`config.mk`:
```
export PLATFORM = sky130hd
export DESIGN_NAME = mailbox_coprocessor_handshake_unit
export DESIGN_NICKNAME = d
export VERILOG_FILES = /design/src/mch_pkg.sv /design/src/mch_front.sv /design/src/mch_back.sv /design/src/mailbox_coprocessor_handshake_unit.sv
export SDC_FILE = /design/constraint.sdc
export NUM_CORES = 1
export LEC_CHECK = 0
export ABC_AREA = 1
export BUFFER_PORTS_ARGS = -buffer_cell sky130_fd_sc_hd__buf_2
export CAP_MARGIN = 40
export CORE_MARGIN = 8
export CORE_UTILIZATION = 45
export DETAILED_ROUTE_END_ITERATION = 10
export MAX_ROUTING_LAYER = met4
export PLACE_DENSITY = 0.6
export SETUP_SLACK_MARGIN = 0.3
export SYNTH_ARGS = -nofsm -noshare
export SYNTH_HDL_FRONTEND = slang
export SYNTH_SLANG_ARGS = --single-unit
```
`constraint.sdc`:
```
create_clock -name clk -period 11.5 [get_ports clk]
set_input_delay 1.725 -clock clk [delete_from_list [all_inputs] [get_ports clk]]
set_output_delay 1.725 -clock clk [all_outputs]
set_load 0.01 [all_outputs]
```
`src/mch_pkg.sv`:
```
`default_nettype none
package mch_pkg;

    localparam logic [1:0] MODE_START = 2'd0;
    localparam logic [1:0] MODE_MSG   = 2'd1;
    localparam logic [1:0] MODE_TICK  = 2'd2;
    localparam logic [1:0] MODE_DOWN  = 2'd3;

    localparam logic [3:0] PH_IDLE    = 4'd0;
    localparam logic [3:0] PH_HELLO   = 4'd1;
    localparam logic [3:0] PH_EPMAP   = 4'd2;
    localparam logic [3:0] PH_IOP_ON  = 4'd3;
    localparam logic [3:0] PH_AP_ON   = 4'd4;
    localparam logic [3:0] PH_RUN     = 4'd5;
    localparam logic [3:0] PH_QUIESCE = 4'd6;
    localparam logic [3:0] PH_TARGET  = 4'd7;
    localparam logic [3:0] PH_DOWN    = 4'd8;
    localparam logic [3:0] PH_FAIL    = 4'd9;
    localparam logic [3:0] PH_CRASH   = 4'd10;

    localparam logic [2:0] ERR_NONE    = 3'd0;
    localparam logic [2:0] ERR_EP      = 3'd1;
    localparam logic [2:0] ERR_TYPE    = 3'd2;
    localparam logic [2:0] ERR_VERSION = 3'd3;
    localparam logic [2:0] ERR_TIMEOUT = 3'd4;
    localparam logic [2:0] ERR_CRASH   = 3'd5;
    localparam logic [2:0] ERR_NOTNOW  = 3'd6;

    localparam logic [1:0] KIND_STATUS = 2'd0;
    localparam logic [1:0] KIND_IOP    = 2'd1;
    localparam logic [1:0] KIND_HOST   = 2'd2;

    localparam logic [1:0] REG_MIN_VER   = 2'd0;
    localparam logic [1:0] REG_MAX_VER   = 2'd1;
    localparam logic [1:0] REG_REPLY_TO  = 2'd2;
    localparam logic [1:0] REG_POWER_TO  = 2'd3;

    localparam logic [15:0] PWR_INIT     = 16'h0220;
    localparam logic [15:0] PWR_ON       = 16'h0020;
    localparam logic [15:0] PWR_QUIESCED = 16'h0010;

    localparam int QDEPTH = 4;
    localparam int QAW    = 2;

    typedef struct packed {
        logic [1:0]  mode;
        logic [63:0] msg_payload;
        logic [7:0]  msg_endpoint;
        logic [15:0] target_power;
    } item_t;

    typedef struct packed {
        logic [1:0]  kind;
        logic [63:0] payload;
        logic [7:0]  endpoint;
        logic [3:0]  phase;
        logic [2:0]  error;
        logic        last;
    } result_t;

    function automatic logic [63:0] mk(input logic [7:0] typ, input logic [51:0] low);
        mk = {4'd0, typ, low};
    endfunction

endpackage
`default_nettype wire

```
`src/mch_front.sv`:
```
`default_nettype none
module mch_front (
    input  wire logic           clk,
    input  wire logic           rst_n,
    input  wire logic           in_valid,
    output logic                in_ready,
    input  wire mch_pkg::item_t in_item,
    output logic                q_valid,
    input  wire logic           q_ready,
    output mch_pkg::item_t      q_item
);
    import mch_pkg::*;

    // Small queue that decouples acceptance from execution.
    item_t            mem [QDEPTH];
    logic [QAW-1:0]   wp_reg, rp_reg;
    logic [QAW:0]     cnt_reg;
    logic             push, pop;

    assign in_ready = (cnt_reg != QAW'(0) + (QAW+1)'(QDEPTH));
    assign q_valid  = (cnt_reg != '0);
    assign q_item   = mem[rp_reg];
    assign push     = in_valid && in_ready;
    assign pop      = q_valid && q_ready;

    always_ff @(posedge clk)
    begin
        if (push)
        begin
            mem[wp_reg] <= in_item;
        end
    end

    always_ff @(posedge clk or negedge rst_n)
    begin
        if (!rst_n)
        begin
            wp_reg  <= '0;
            rp_reg  <= '0;
            cnt_reg <= '0;
        end
        else
        begin
            if (push)
            begin
                wp_reg <= wp_reg + 1'b1;
            end
            if (pop)
            begin
                rp_reg <= rp_reg + 1'b1;
            end
            if (push && !pop)
            begin
                cnt_reg <= cnt_reg + 1'b1;
            end
            else if (pop && !push)
            begin
                cnt_reg <= cnt_reg - 1'b1;
            end
        end
    end
endmodule
`default_nettype wire

```
`src/mch_back.sv`:
```
`default_nettype none
module mch_back (
    input  wire logic             clk,
    input  wire logic             rst_n,
    input  wire logic             cfg_we,
    input  wire logic [1:0]       cfg_index,
    input  wire logic [31:0]      cfg_data,
    input  wire logic             q_valid,
    output logic                  q_ready,
    input  wire mch_pkg::item_t   q_item,
    output logic                  out_valid,
    input  wire logic             out_ready,
    output mch_pkg::result_t      out_res
);
    import mch_pkg::*;

    logic [15:0] min_ver_reg, max_ver_reg;
    logic [31:0] reply_to_reg, power_to_reg;
    logic [3:0]  phase_reg;
    logic [15:0] iop_pwr_reg, ap_pwr_reg, target_reg;
    logic [4:0]  present_reg;
    logic [31:0] tcount_reg;
    logic        crashed_reg, granted_reg;

    // Results of the item being emitted, one per cycle from this list while the output is free.
    logic [1:0]  rk_reg [6];
    logic [63:0] rp_reg [6];
    logic [7:0]  re_reg [6];
    logic [2:0]  n_reg, idx_reg;
    logic [3:0]  rph_reg;
    logic [2:0]  rerr_reg;
    logic        busy_reg;

    // Combinational evaluation of one item.
    logic [1:0]  ck [6];
    logic [63:0] cp [6];
    logic [7:0]  ce [6];
    logic [2:0]  cn;
    logic [3:0]  ph;
    logic [15:0] iop, ap, tgt;
    logic [4:0]  pres;
    logic [31:0] tc;
    logic        crs, grt;
    logic [2:0]  err;

    logic        out_free;
    logic        take;

    assign out_free = !out_valid || out_ready;
    assign q_ready  = !busy_reg;
    assign take     = q_valid && !busy_reg;

    always_comb
    begin
        logic [7:0]  typ;
        logic [63:0] pay;
        logic [7:0]  ep;
        logic [15:0] imin, imax, want;
        logic [2:0]  base;
        logic [3:0]  prev_phase;
        logic [31:0] limit;
        logic        dowait;
        typ  = q_item.msg_payload[59:52];
        pay  = q_item.msg_payload;
        ep   = q_item.msg_endpoint;
        imin = pay[15:0];
        imax = pay[31:16];
        want = (imax < max_ver_reg) ? imax : max_ver_reg;
        base = pay[34:32];
        prev_phase = phase_reg;
        limit = '0;
        dowait = 1'b0;
        for (int i = 0; i < 6; i++)
        begin
            ck[i] = KIND_STATUS;
            cp[i] = '0;
            ce[i] = '0;
        end
        cn = '0;
        ph = phase_reg; iop = iop_pwr_reg; ap = ap_pwr_reg; tgt = target_reg;
        pres = present_reg; tc = tcount_reg; crs = crashed_reg; grt = granted_reg;
        err = ERR_NONE;

        priority if (q_item.mode == MODE_TICK)
        begin
            if (!crs)
            begin
                dowait = 1'b1;
            end
        end
        else if (crs)
        begin
            err = ERR_CRASH;
        end
        else if (q_item.mode == MODE_START || q_item.mode == MODE_DOWN)
        begin
            if (!(ph == PH_IDLE || ph == PH_RUN || ph == PH_DOWN || ph == PH_FAIL))
            begin
                err = ERR_NOTNOW;
            end
            else if (q_item.mode == MODE_START)
            begin
                ck[0] = KIND_IOP; cp[0] = mk(8'h06, 52'(PWR_INIT)); cn = 3'd1;
                ph = PH_HELLO; tc = '0; pres = '0;
            end
            else
            begin
                tgt = q_item.target_power;
                ck[0] = KIND_IOP; cp[0] = mk(8'h0b, 52'(PWR_QUIESCED)); cn = 3'd1;
                ph = PH_QUIESCE;
                dowait = 1'b1;
            end
        end
        else if (ph == PH_HELLO)
        begin
            priority if (ep != 8'd0) err = ERR_EP;
            else if (typ != 8'd1) err = ERR_TYPE;
            else if (imin > max_ver_reg || imax < min_ver_reg) err = ERR_VERSION;
            else
            begin
                ck[0] = KIND_IOP; cp[0] = mk(8'h02, {20'd0, want, want}); cn = 3'd1;
                ph = PH_EPMAP; tc = '0;
            end
        end
        else if (ph == PH_EPMAP)
        begin
            priority if (ep != 8'd0) err = ERR_EP;
            else if (typ != 8'd8) err = ERR_TYPE;
            else
            begin
                if (base == 3'd0)
                begin
                    pres = pres | {pay[8], pay[4], pay[3], pay[2], pay[1]};
                end
                tc = '0;
                ck[0] = KIND_IOP;
                if (!pay[51])
                begin
                    cp[0] = mk(8'h08, {17'd0, base, 32'd1}); cn = 3'd1;
                end
                else
                begin
                    cp[0] = mk(8'h08, {1'b1, 16'd0, base, 32'd0});
                    cn = 3'd1;
                    if (pres[2]) begin ck[cn] = KIND_IOP;
                        cp[cn] = mk(8'h05, {20'd3, 32'd2}); cn = cn + 3'd1; end
                    if (pres[0]) begin ck[cn] = KIND_IOP;
                        cp[cn] = mk(8'h05, {20'd1, 32'd2}); cn = cn + 3'd1; end
                    if (pres[1]) begin ck[cn] = KIND_IOP;
                        cp[cn] = mk(8'h05, {20'd2, 32'd2}); cn = cn + 3'd1; end
                    if (pres[3]) begin ck[cn] = KIND_IOP;
                        cp[cn] = mk(8'h05, {20'd4, 32'd2}); cn = cn + 3'd1; end
                    if (pres[4]) begin ck[cn] = KIND_IOP;
                        cp[cn] = mk(8'h05, {20'd8, 32'd2}); cn = cn + 3'd1; end
                    ph = PH_IOP_ON;
                end
            end
        end
        else
        begin
            dowait = 1'b1;
            if (ep >= 8'h20)
            begin
                ck[0] = KIND_HOST; cp[0] = pay; ce[0] = ep; cn = 3'd1;
                dowait = 1'b0;
            end
            else
            begin
                unique case (ep)
                    8'd0:
                    begin
                        if (typ == 8'h07) iop = pay[15:0];
                        else if (typ == 8'h0b) ap = pay[15:0];
                    end
                    8'd1:
                    begin
                        if (typ == 8'h01)
                        begin
                            if (!grt)
                            begin
                                grt = 1'b1;
                                ck[0] = KIND_HOST; cp[0] = pay; ce[0] = ep; cn = 3'd1;
                            end
                            else
                            begin
                                crs = 1'b1; ph = PH_CRASH; err = ERR_CRASH;
                                dowait = 1'b0;
                            end
                        end
                    end
                    8'd2:
                    begin
                        if (typ == 8'h01)
                        begin
                            ck[0] = KIND_HOST; cp[0] = pay; ce[0] = ep; cn = 3'd1;
                        end
                        else if (typ == 8'h05)
                        begin
                            ck[0] = KIND_IOP; cp[0] = pay; ce[0] = ep; cn = 3'd1;
                        end
                    end
                    8'd4:
                    begin
                        if (typ == 8'h01)
                        begin
                            ck[0] = KIND_HOST; cp[0] = pay; ce[0] = ep; cn = 3'd1;
                        end
                        else if (typ == 8'h08 || typ == 8'h0c)
                        begin
                            ck[0] = KIND_IOP; cp[0] = pay; ce[0] = ep; cn = 3'd1;
                        end
                    end
                    8'd8:
                    begin
                        if (pay[63:56] == 8'd1)
                        begin
                            ck[0] = KIND_HOST; cp[0] = pay; ce[0] = ep; cn = 3'd1;
                        end
                    end
                    default:
                    begin
                    end
                endcase
            end
        end

        // Pending power transitions; at most one message results here.
        if (dowait)
        begin
            if (ph == PH_IOP_ON && iop == PWR_ON)
            begin
                ck[cn] = KIND_IOP; cp[cn] = mk(8'h0b, 52'(PWR_ON)); ce[cn] = '0;
                cn = cn + 3'd1;
                if (power_to_reg == '0) ph = PH_RUN;
                else begin ph = PH_AP_ON; tc = '0; end
            end
            if (ph == PH_AP_ON && ap == PWR_ON) ph = PH_RUN;
            if (ph == PH_QUIESCE && ap == PWR_QUIESCED)
            begin
                ck[cn] = KIND_IOP; cp[cn] = mk(8'h06, {36'd0, tgt}); ce[cn] = '0;
                cn = cn + 3'd1;
                ph = PH_TARGET;
            end
            if (ph == PH_TARGET && iop == tgt) ph = PH_DOWN;
        end

        if (q_item.mode == MODE_TICK && !crs && ph == prev_phase)
        begin
            if (ph == PH_HELLO || ph == PH_EPMAP) limit = reply_to_reg;
            else if (ph == PH_IOP_ON || ph == PH_AP_ON) limit = power_to_reg;
            if (limit != '0)
            begin
                if (tc != 32'hFFFF_FFFF) tc = tc + 32'd1;
                if (tc >= limit)
                begin
                    ph = PH_FAIL; err = ERR_TIMEOUT;
                end
            end
        end

        if (err != ERR_NONE && err != ERR_CRASH && q_item.mode == MODE_MSG)
        begin
            ph = PH_FAIL;
        end
        if (err != ERR_NONE)
        begin
            cn = '0;
        end
        if (cn == '0)
        begin
            ck[0] = KIND_STATUS; cp[0] = '0; ce[0] = '0; cn = 3'd1;
        end
    end

    always_ff @(posedge clk)
    begin
        if (take)
        begin
            for (int i = 0; i < 6; i++)
            begin
                rk_reg[i] <= ck[i];
                rp_reg[i] <= cp[i];
                re_reg[i] <= ce[i];
            end
            rph_reg  <= ph;
            rerr_reg <= err;
            n_reg    <= cn;
        end
        if (busy_reg && out_free)
        begin
            out_res.kind     <= rk_reg[idx_reg];
            out_res.payload  <= rp_reg[idx_reg];
            out_res.endpoint <= re_reg[idx_reg];
            out_res.phase    <= rph_reg;
            out_res.error    <= rerr_reg;
            out_res.last     <= (idx_reg + 3'd1 == n_reg);
        end
    end

    always_ff @(posedge clk or negedge rst_n)
    begin
        if (!rst_n)
        begin
            min_ver_reg  <= 16'd11;
            max_ver_reg  <= 16'd12;
            reply_to_reg <= 32'd1000000;
            power_to_reg <= '0;
            phase_reg    <= PH_IDLE;
            iop_pwr_reg  <= '0;
            ap_pwr_reg   <= '0;
            target_reg   <= '0;
            present_reg  <= '0;
            tcount_reg   <= '0;
            crashed_reg  <= 1'b0;
            granted_reg  <= 1'b0;
            busy_reg     <= 1'b0;
            idx_reg      <= '0;
            out_valid    <= 1'b0;
        end
        else
        begin
            if (cfg_we)
            begin
                unique case (cfg_index)
                    REG_MIN_VER:  min_ver_reg  <= cfg_data[15:0];
                    REG_MAX_VER:  max_ver_reg  <= cfg_data[15:0];
                    REG_REPLY_TO: reply_to_reg <= cfg_data;
                    REG_POWER_TO: power_to_reg <= cfg_data;
                    default: ;
                endcase
            end
            if (take)
            begin
                phase_reg   <= ph;
                iop_pwr_reg <= iop;
                ap_pwr_reg  <= ap;
                target_reg  <= tgt;
                present_reg <= pres;
                tcount_reg  <= tc;
                crashed_reg <= crs;
                granted_reg <= grt;
                busy_reg    <= 1'b1;
                idx_reg     <= '0;
            end
            if (out_valid && out_ready)
            begin
                out_valid <= 1'b0;
            end
            if (busy_reg && out_free)
            begin
                out_valid <= 1'b1;
                if (idx_reg + 3'd1 == n_reg)
                begin
                    busy_reg <= 1'b0;
                end
                else
                begin
                    idx_reg <= idx_reg + 3'd1;
                end
            end
        end
    end
endmodule
`default_nettype wire

```
`src/mailbox_coprocessor_handshake_unit.sv`:
```
`default_nettype none
// Management-side handshake engine for a mailbox coprocessor. Items enter on
// the slave stream, with the mode on s_tuser, and go into a four-entry queue,
// so the upstream side keeps handing over items while the back end is busy.
// The back end evaluates one item in the cycle it is taken from the queue,
// updating the handshake phase, power states, endpoint flags and timeout
// counter, then emits its one to six result items at one per cycle while
// the output is not stalled, through a registered output, with the result
// kind on m_tuser and m_tlast on the final result of the item. As the
// result list register holds one item, no new item is taken until its last
// result has gone out. The user must write registers through the plain
// write port only while no item is in flight; the block does not enforce it.
module mailbox_coprocessor_handshake_unit (
    input  wire logic         clk,
    input  wire logic         rst_n,
    input  wire logic         cfg_we,
    input  wire logic [1:0]   cfg_index,
    input  wire logic [31:0]  cfg_data,
    input  wire logic         s_tvalid,
    output logic              s_tready,
    // s_tuser from bit 0: mode[1:0].
    input  wire logic [1:0]   s_tuser,
    // s_tdata from bit 0: msg_payload[63:0], msg_endpoint[71:64],
    // target_power[87:72].
    input  wire logic [87:0]  s_tdata,
    output logic              m_tvalid,
    input  wire logic         m_tready,
    // m_tuser from bit 0: kind[1:0].
    output logic [1:0]        m_tuser,
    // m_tdata from bit 0: payload[63:0], endpoint[71:64], phase[75:72],
    // error[78:76], zero fill to 80 bits.
    output logic [79:0]       m_tdata,
    output logic              m_tlast
);
    import mch_pkg::*;

    item_t   in_item, q_item;
    result_t res;
    logic    q_valid, q_ready;

    assign in_item.mode         = s_tuser;
    assign in_item.msg_payload  = s_tdata[63:0];
    assign in_item.msg_endpoint = s_tdata[71:64];
    assign in_item.target_power = s_tdata[87:72];

    mch_front u_front (
        .clk      (clk),
        .rst_n    (rst_n),
        .in_valid (s_tvalid),
        .in_ready (s_tready),
        .in_item  (in_item),
        .q_valid  (q_valid),
        .q_ready  (q_ready),
        .q_item   (q_item)
    );

    mch_back u_back (
        .clk       (clk),
        .rst_n     (rst_n),
        .cfg_we    (cfg_we),
        .cfg_index (cfg_index),
        .cfg_data  (cfg_data),
        .q_valid   (q_valid),
        .q_ready   (q_ready),
        .q_item    (q_item),
        .out_valid (m_tvalid),
        .out_ready (m_tready),
        .out_res   (res)
    );

    assign m_tdata = {1'b0, res.error, res.phase, res.endpoint, res.payload};
    assign m_tuser = res.kind;
    assign m_tlast = res.last;
endmodule
`default_nettype wire

```
==> impl_summary.log <==
[metrics] Die Width: roughly 310 um
[metrics] Synth Flop Type: sky130_fd_sc_hd__edfxtp_1
[metrics] fraction of registers with async set or reset after synthesis: 0.236
[metrics] Fmax achieved: between 100 and 150 MHz
[metrics] top cells by area, synth: sky130_fd_sc_hd__edfxtp_1 (49%), sky130_fd_sc_hd__dfrtp_1 (12%), sky130_fd_sc_hd__nand2_1 (7.4%)
[metrics] Clock Skews: about 0.035 ns
[metrics] Total Routing Usage GR: 0.230
[metrics] number of DRC violations after detailed-routing iteration 0: 2700
[metrics] TNS Setup: 0 ns
[metrics] endpoints failing setup: 0
[metrics] via count of the first global-routing pass: 28000
[metrics] cell family with the largest share of critical-path delay: simple AND/OR/NAND/NOR gates
[metrics] num rows: roughly 110
[metrics] fraction of synthesized area in multiplexers: 0
[metrics] clock slew seen by the registers of the worst setup and hold paths: approximately 0.060 ns
[metrics] number of synthesis warnings: 0
[metrics] register bit count reported by yosys: between 800 and 900
[metrics] Die Y-Extent: 313 um
[metrics] count of pins over their slew limit: 0
[metrics] instance count after placement with tap cells included: approximately 5300
[metrics] post-detailed-route DRC marker count: 0
[metrics] peak fanout along the critical path: 50
[metrics] worst flop-to-flop path startpoint: u_front.rp_reg[0]
[metrics] Worst Path Class, Setup: register to register
[metrics] crit start category: register
[metrics] biggest area consumer among synthesized cells: sky130_fd_sc_hd__edfxtp_1
[metrics] run status: complete, no violations
[metrics] reg2reg setup slack: around 1.8 ns
[metrics] Std-Cell Core Area: 87800 sq um
[metrics] Worst slew margin: 0.374
[metrics] endpoints failing hold: 0
[metrics] CTS max path bufs: 3
[metrics] sequential-to-total area share from yosys stat: 0.615
[metrics] final critical-path required period: 9.71 ns
[metrics] fill cell total of the finished layout: 8084
[metrics] area share of fa/ha/maj cells after synthesis: 0.0316
[metrics] total number of vias: between 20000 and 30000
[metrics] number of detailed-route iterations in the first pass: 6
[metrics] global-route wire length before repair: approximately 170000 um
[metrics] synthesized area: around 40000 sq um
[metrics] Final Hold Slack: approximately 0.44 ns
[metrics] depth of the worst hold-timing path: 0
[metrics] start point of the worst min-delay path: u_back.rerr_reg[0]
[metrics] Post-synth EDFFs: ~650
[metrics] final design utilization: 0.516
[metrics] proportion of layout cells with a drive suffix above 1: 0.129
[metrics] source-to-sink clock delay at the later pin of the worst-skew pair: approximately 0.67 ns
[metrics] max FFs per register: 360
[metrics] Slowest-stage cell, CP: sky130_fd_sc_hd__dfrtp_4
[metrics] half-perimeter wire length after placement: just under 80000 um
[metrics] leading cell types in the layout, fill and taps excluded: sky130_fd_sc_hd__nand2_1 (778), sky130_fd_sc_hd__edfxtp_1 (646), sky130_fd_sc_hd__nor2_1 (386), sky130_fd_sc_hd__inv_1 (358), sky130_fd_sc_hd__o21ai_0 (330)
[metrics] CTS tree: built
[metrics] average cell area after synthesis: a little over 10 sq um
[metrics] area fraction of the dominant cell type after synthesis: 0.489
[metrics] post-synthesis xor/xnor area fraction: 0.0113
[metrics] final worst-path cycle share: 0.844
[metrics] post-synthesis instance total: roughly 3900
[metrics] PortBufs: around 210
[metrics] simple logic cell fraction of the synthesized area: 0.164
[metrics] maximum cell stage delay along the critical path: approximately 0.70 ns
[metrics] non-filler instance count after layout: ~5400
[metrics] arrival time at the worst endpoint: 10.12 ns
[metrics] FF-to-FF End: u_back.rph_reg[2]
[metrics] synthesis-to-finish area growth: 14.3%
[metrics] per-cell routed wire length: 20.6 um
[metrics] H-tree levels: 3
[metrics] cts bufs inserted: 90
[metrics] antenna-violating nets left: 0
[metrics] Worst Max-Slew Pin Slew: 0.939 ns
[metrics] Vias per Instance: 5.35
[metrics] number of library cell types mapped by synthesis: 65
[metrics] maximum number of pins on one net before global-route repair: ~80
[metrics] number of post-CTS setup repair buffers: 0
[metrics] setup repair after global routing missed its margin: false
[metrics] Ports: between 200 and 250
[metrics] number of cells on the worst reg-to-reg path: 56
[metrics] die footprint: 97900 sq um
[metrics] required arrival time at the worst endpoint: 11.91 ns
[metrics] total of max-cap violations: 0
[metrics] number of buffer and inverter stages on the critical path: 11
[metrics] most common cell after layout, fill and taps aside: sky130_fd_sc_hd__nand2_1
[metrics] critical path depth in cells: 56
[metrics] clock sink total: 845
[metrics] global route overflow: 0
[metrics] Hold WC Path Type: register to register
[metrics] Placer Congestion: approximately 0.99
[metrics] clock root buffer: sky130_fd_sc_hd__clkbuf_16
[metrics] initial core utilization: 0.452
[metrics] largest family of logic cells by synthesized area: simple AND/OR/NAND/NOR gates
[metrics] net total in the final layout: 4406
[metrics] endpoint type of the worst setup path: register
[metrics] number of antenna violations at the first check in global routing: 22
[metrics] Synth Area in Compound Gates: 0.117
[metrics] drt total wl: 112000 um
[metrics] Worst Hold Path EP: u_back.out_res[1]
kinds of logic after synthesis:
| family | after synthesis |
|---|---|
| and+or+nand+nor | 1528 |
| DFF | 845 |
| AOI/OAI and AO/OA | 813 |
| other | 1 |
| adders and majority gates | 99 |
| xor gates and xnor gates | 51 |
| buffers and inverters | 596 |
layout make-up:
class	instances	area (sq um)	share of cell area
clock inverter	53	617	0.0136
timing repair buffer	273	1620	0.0358
antenna	22	55.1	0.00121
multi-input combinational	2560	13200	0.291
sequential	845	24400	0.538
clock buffer	112	2460	0.0542
inverter	408	1540	0.0340
tap	1165	1460	0.0322
worst register-to-register path, delay by kind of cell, from the launching register on:
family | cells | cell delay [ns]
buf+inv | 11 | 1.71
flops | 1 | 0.70
compound gates | 14 | 1.97
simple gates | 28 | 3.96
fa+ha+maj | 3 | 1.14
cells in the mapped netlist, types with 5 or more instances:
library cell and instances:
sky130_fd_sc_hd__nand2_1 779, sky130_fd_sc_hd__edfxtp_1 646, sky130_fd_sc_hd__nor2_1 391, sky130_fd_sc_hd__inv_1 360
sky130_fd_sc_hd__o21ai_0 330, sky130_fd_sc_hd__a21oi_1 203, sky130_fd_sc_hd__dfrtp_1 187, sky130_fd_sc_hd__nand3_1 155
sky130_fd_sc_hd__clkbuf_1 113, sky130_fd_sc_hd__ha_1 97, sky130_fd_sc_hd__o21ai_1 91, sky130_fd_sc_hd__nand4_1 55
sky130_fd_sc_hd__nor3_1 46, sky130_fd_sc_hd__inv_2 45, sky130_fd_sc_hd__o22ai_1 45, sky130_fd_sc_hd__buf_2 44
sky130_fd_sc_hd__xor2_1 33, sky130_fd_sc_hd__a32o_1 28, sky130_fd_sc_hd__nor4_1 28, sky130_fd_sc_hd__a32oi_1 20
sky130_fd_sc_hd__nand2_2 19, sky130_fd_sc_hd__a2111oi_0 18, sky130_fd_sc_hd__xnor2_1 18, sky130_fd_sc_hd__o221ai_1 17
sky130_fd_sc_hd__a31oi_1 13, sky130_fd_sc_hd__buf_6 13, sky130_fd_sc_hd__buf_1 12, sky130_fd_sc_hd__dfstp_2 12
sky130_fd_sc_hd__or2_2 10, sky130_fd_sc_hd__nor2_2 9, sky130_fd_sc_hd__or2_0 9, sky130_fd_sc_hd__a211oi_1 8
sky130_fd_sc_hd__o211ai_1 7, sky130_fd_sc_hd__o21ai_2 7, sky130_fd_sc_hd__buf_4 6, sky130_fd_sc_hd__o31ai_1 6
sky130_fd_sc_hd__and3_1 5
per-stage QoR:
step / setup slack [ns] / instance area [sq um]
3_5_place_dp: 1.63 / 42200
4_1_cts: 1.59 / 45300
5_1_grt: 0.549 / 45300
6_report: 1.79 / 45300
2_1_floorplan: 2.15 / 39900
3_3_place_gp: 1.89 / 42000
worst max path at each step:
| stage | start | to | slack (ns) |
|---|---|---|---|
| global placement | u_front.rp_reg[0] | u_back.rph_reg[1] | 1.89 |
| floorplan | u_front.rp_reg[0] | u_back.rph_reg[1] | 2.15 |
| CTS | u_front.rp_reg[0] | u_back.rph_reg[2] | 1.59 |
| finish | u_front.rp_reg[0] | u_back.rph_reg[2] | 1.79 |
| global route | u_front.rp_reg[0] | u_back.rph_reg[2] | 0.55 |
| detailed placement | u_front.rp_reg[0] | u_back.rph_reg[2] | 1.63 |
per-layer routing:
layer	share of wire	track usage	up-vias
met4	0.024	0.0670	0
li1	-	-	14000
met2	0.45	0.346	878
met5	0	-	-
met3	0.066	0.0441	169
met1	0.46	0.319	14000
repair_timing:
item | CTS | global route
hold buffers | 0 | 0
setup endpoints to repair | 0 | 4
resized for setup | 0 | 1
Power is left out: the tool's default activity adds up to more than one toggle a clock period on the data nets, which glitch-free logic cannot reach.
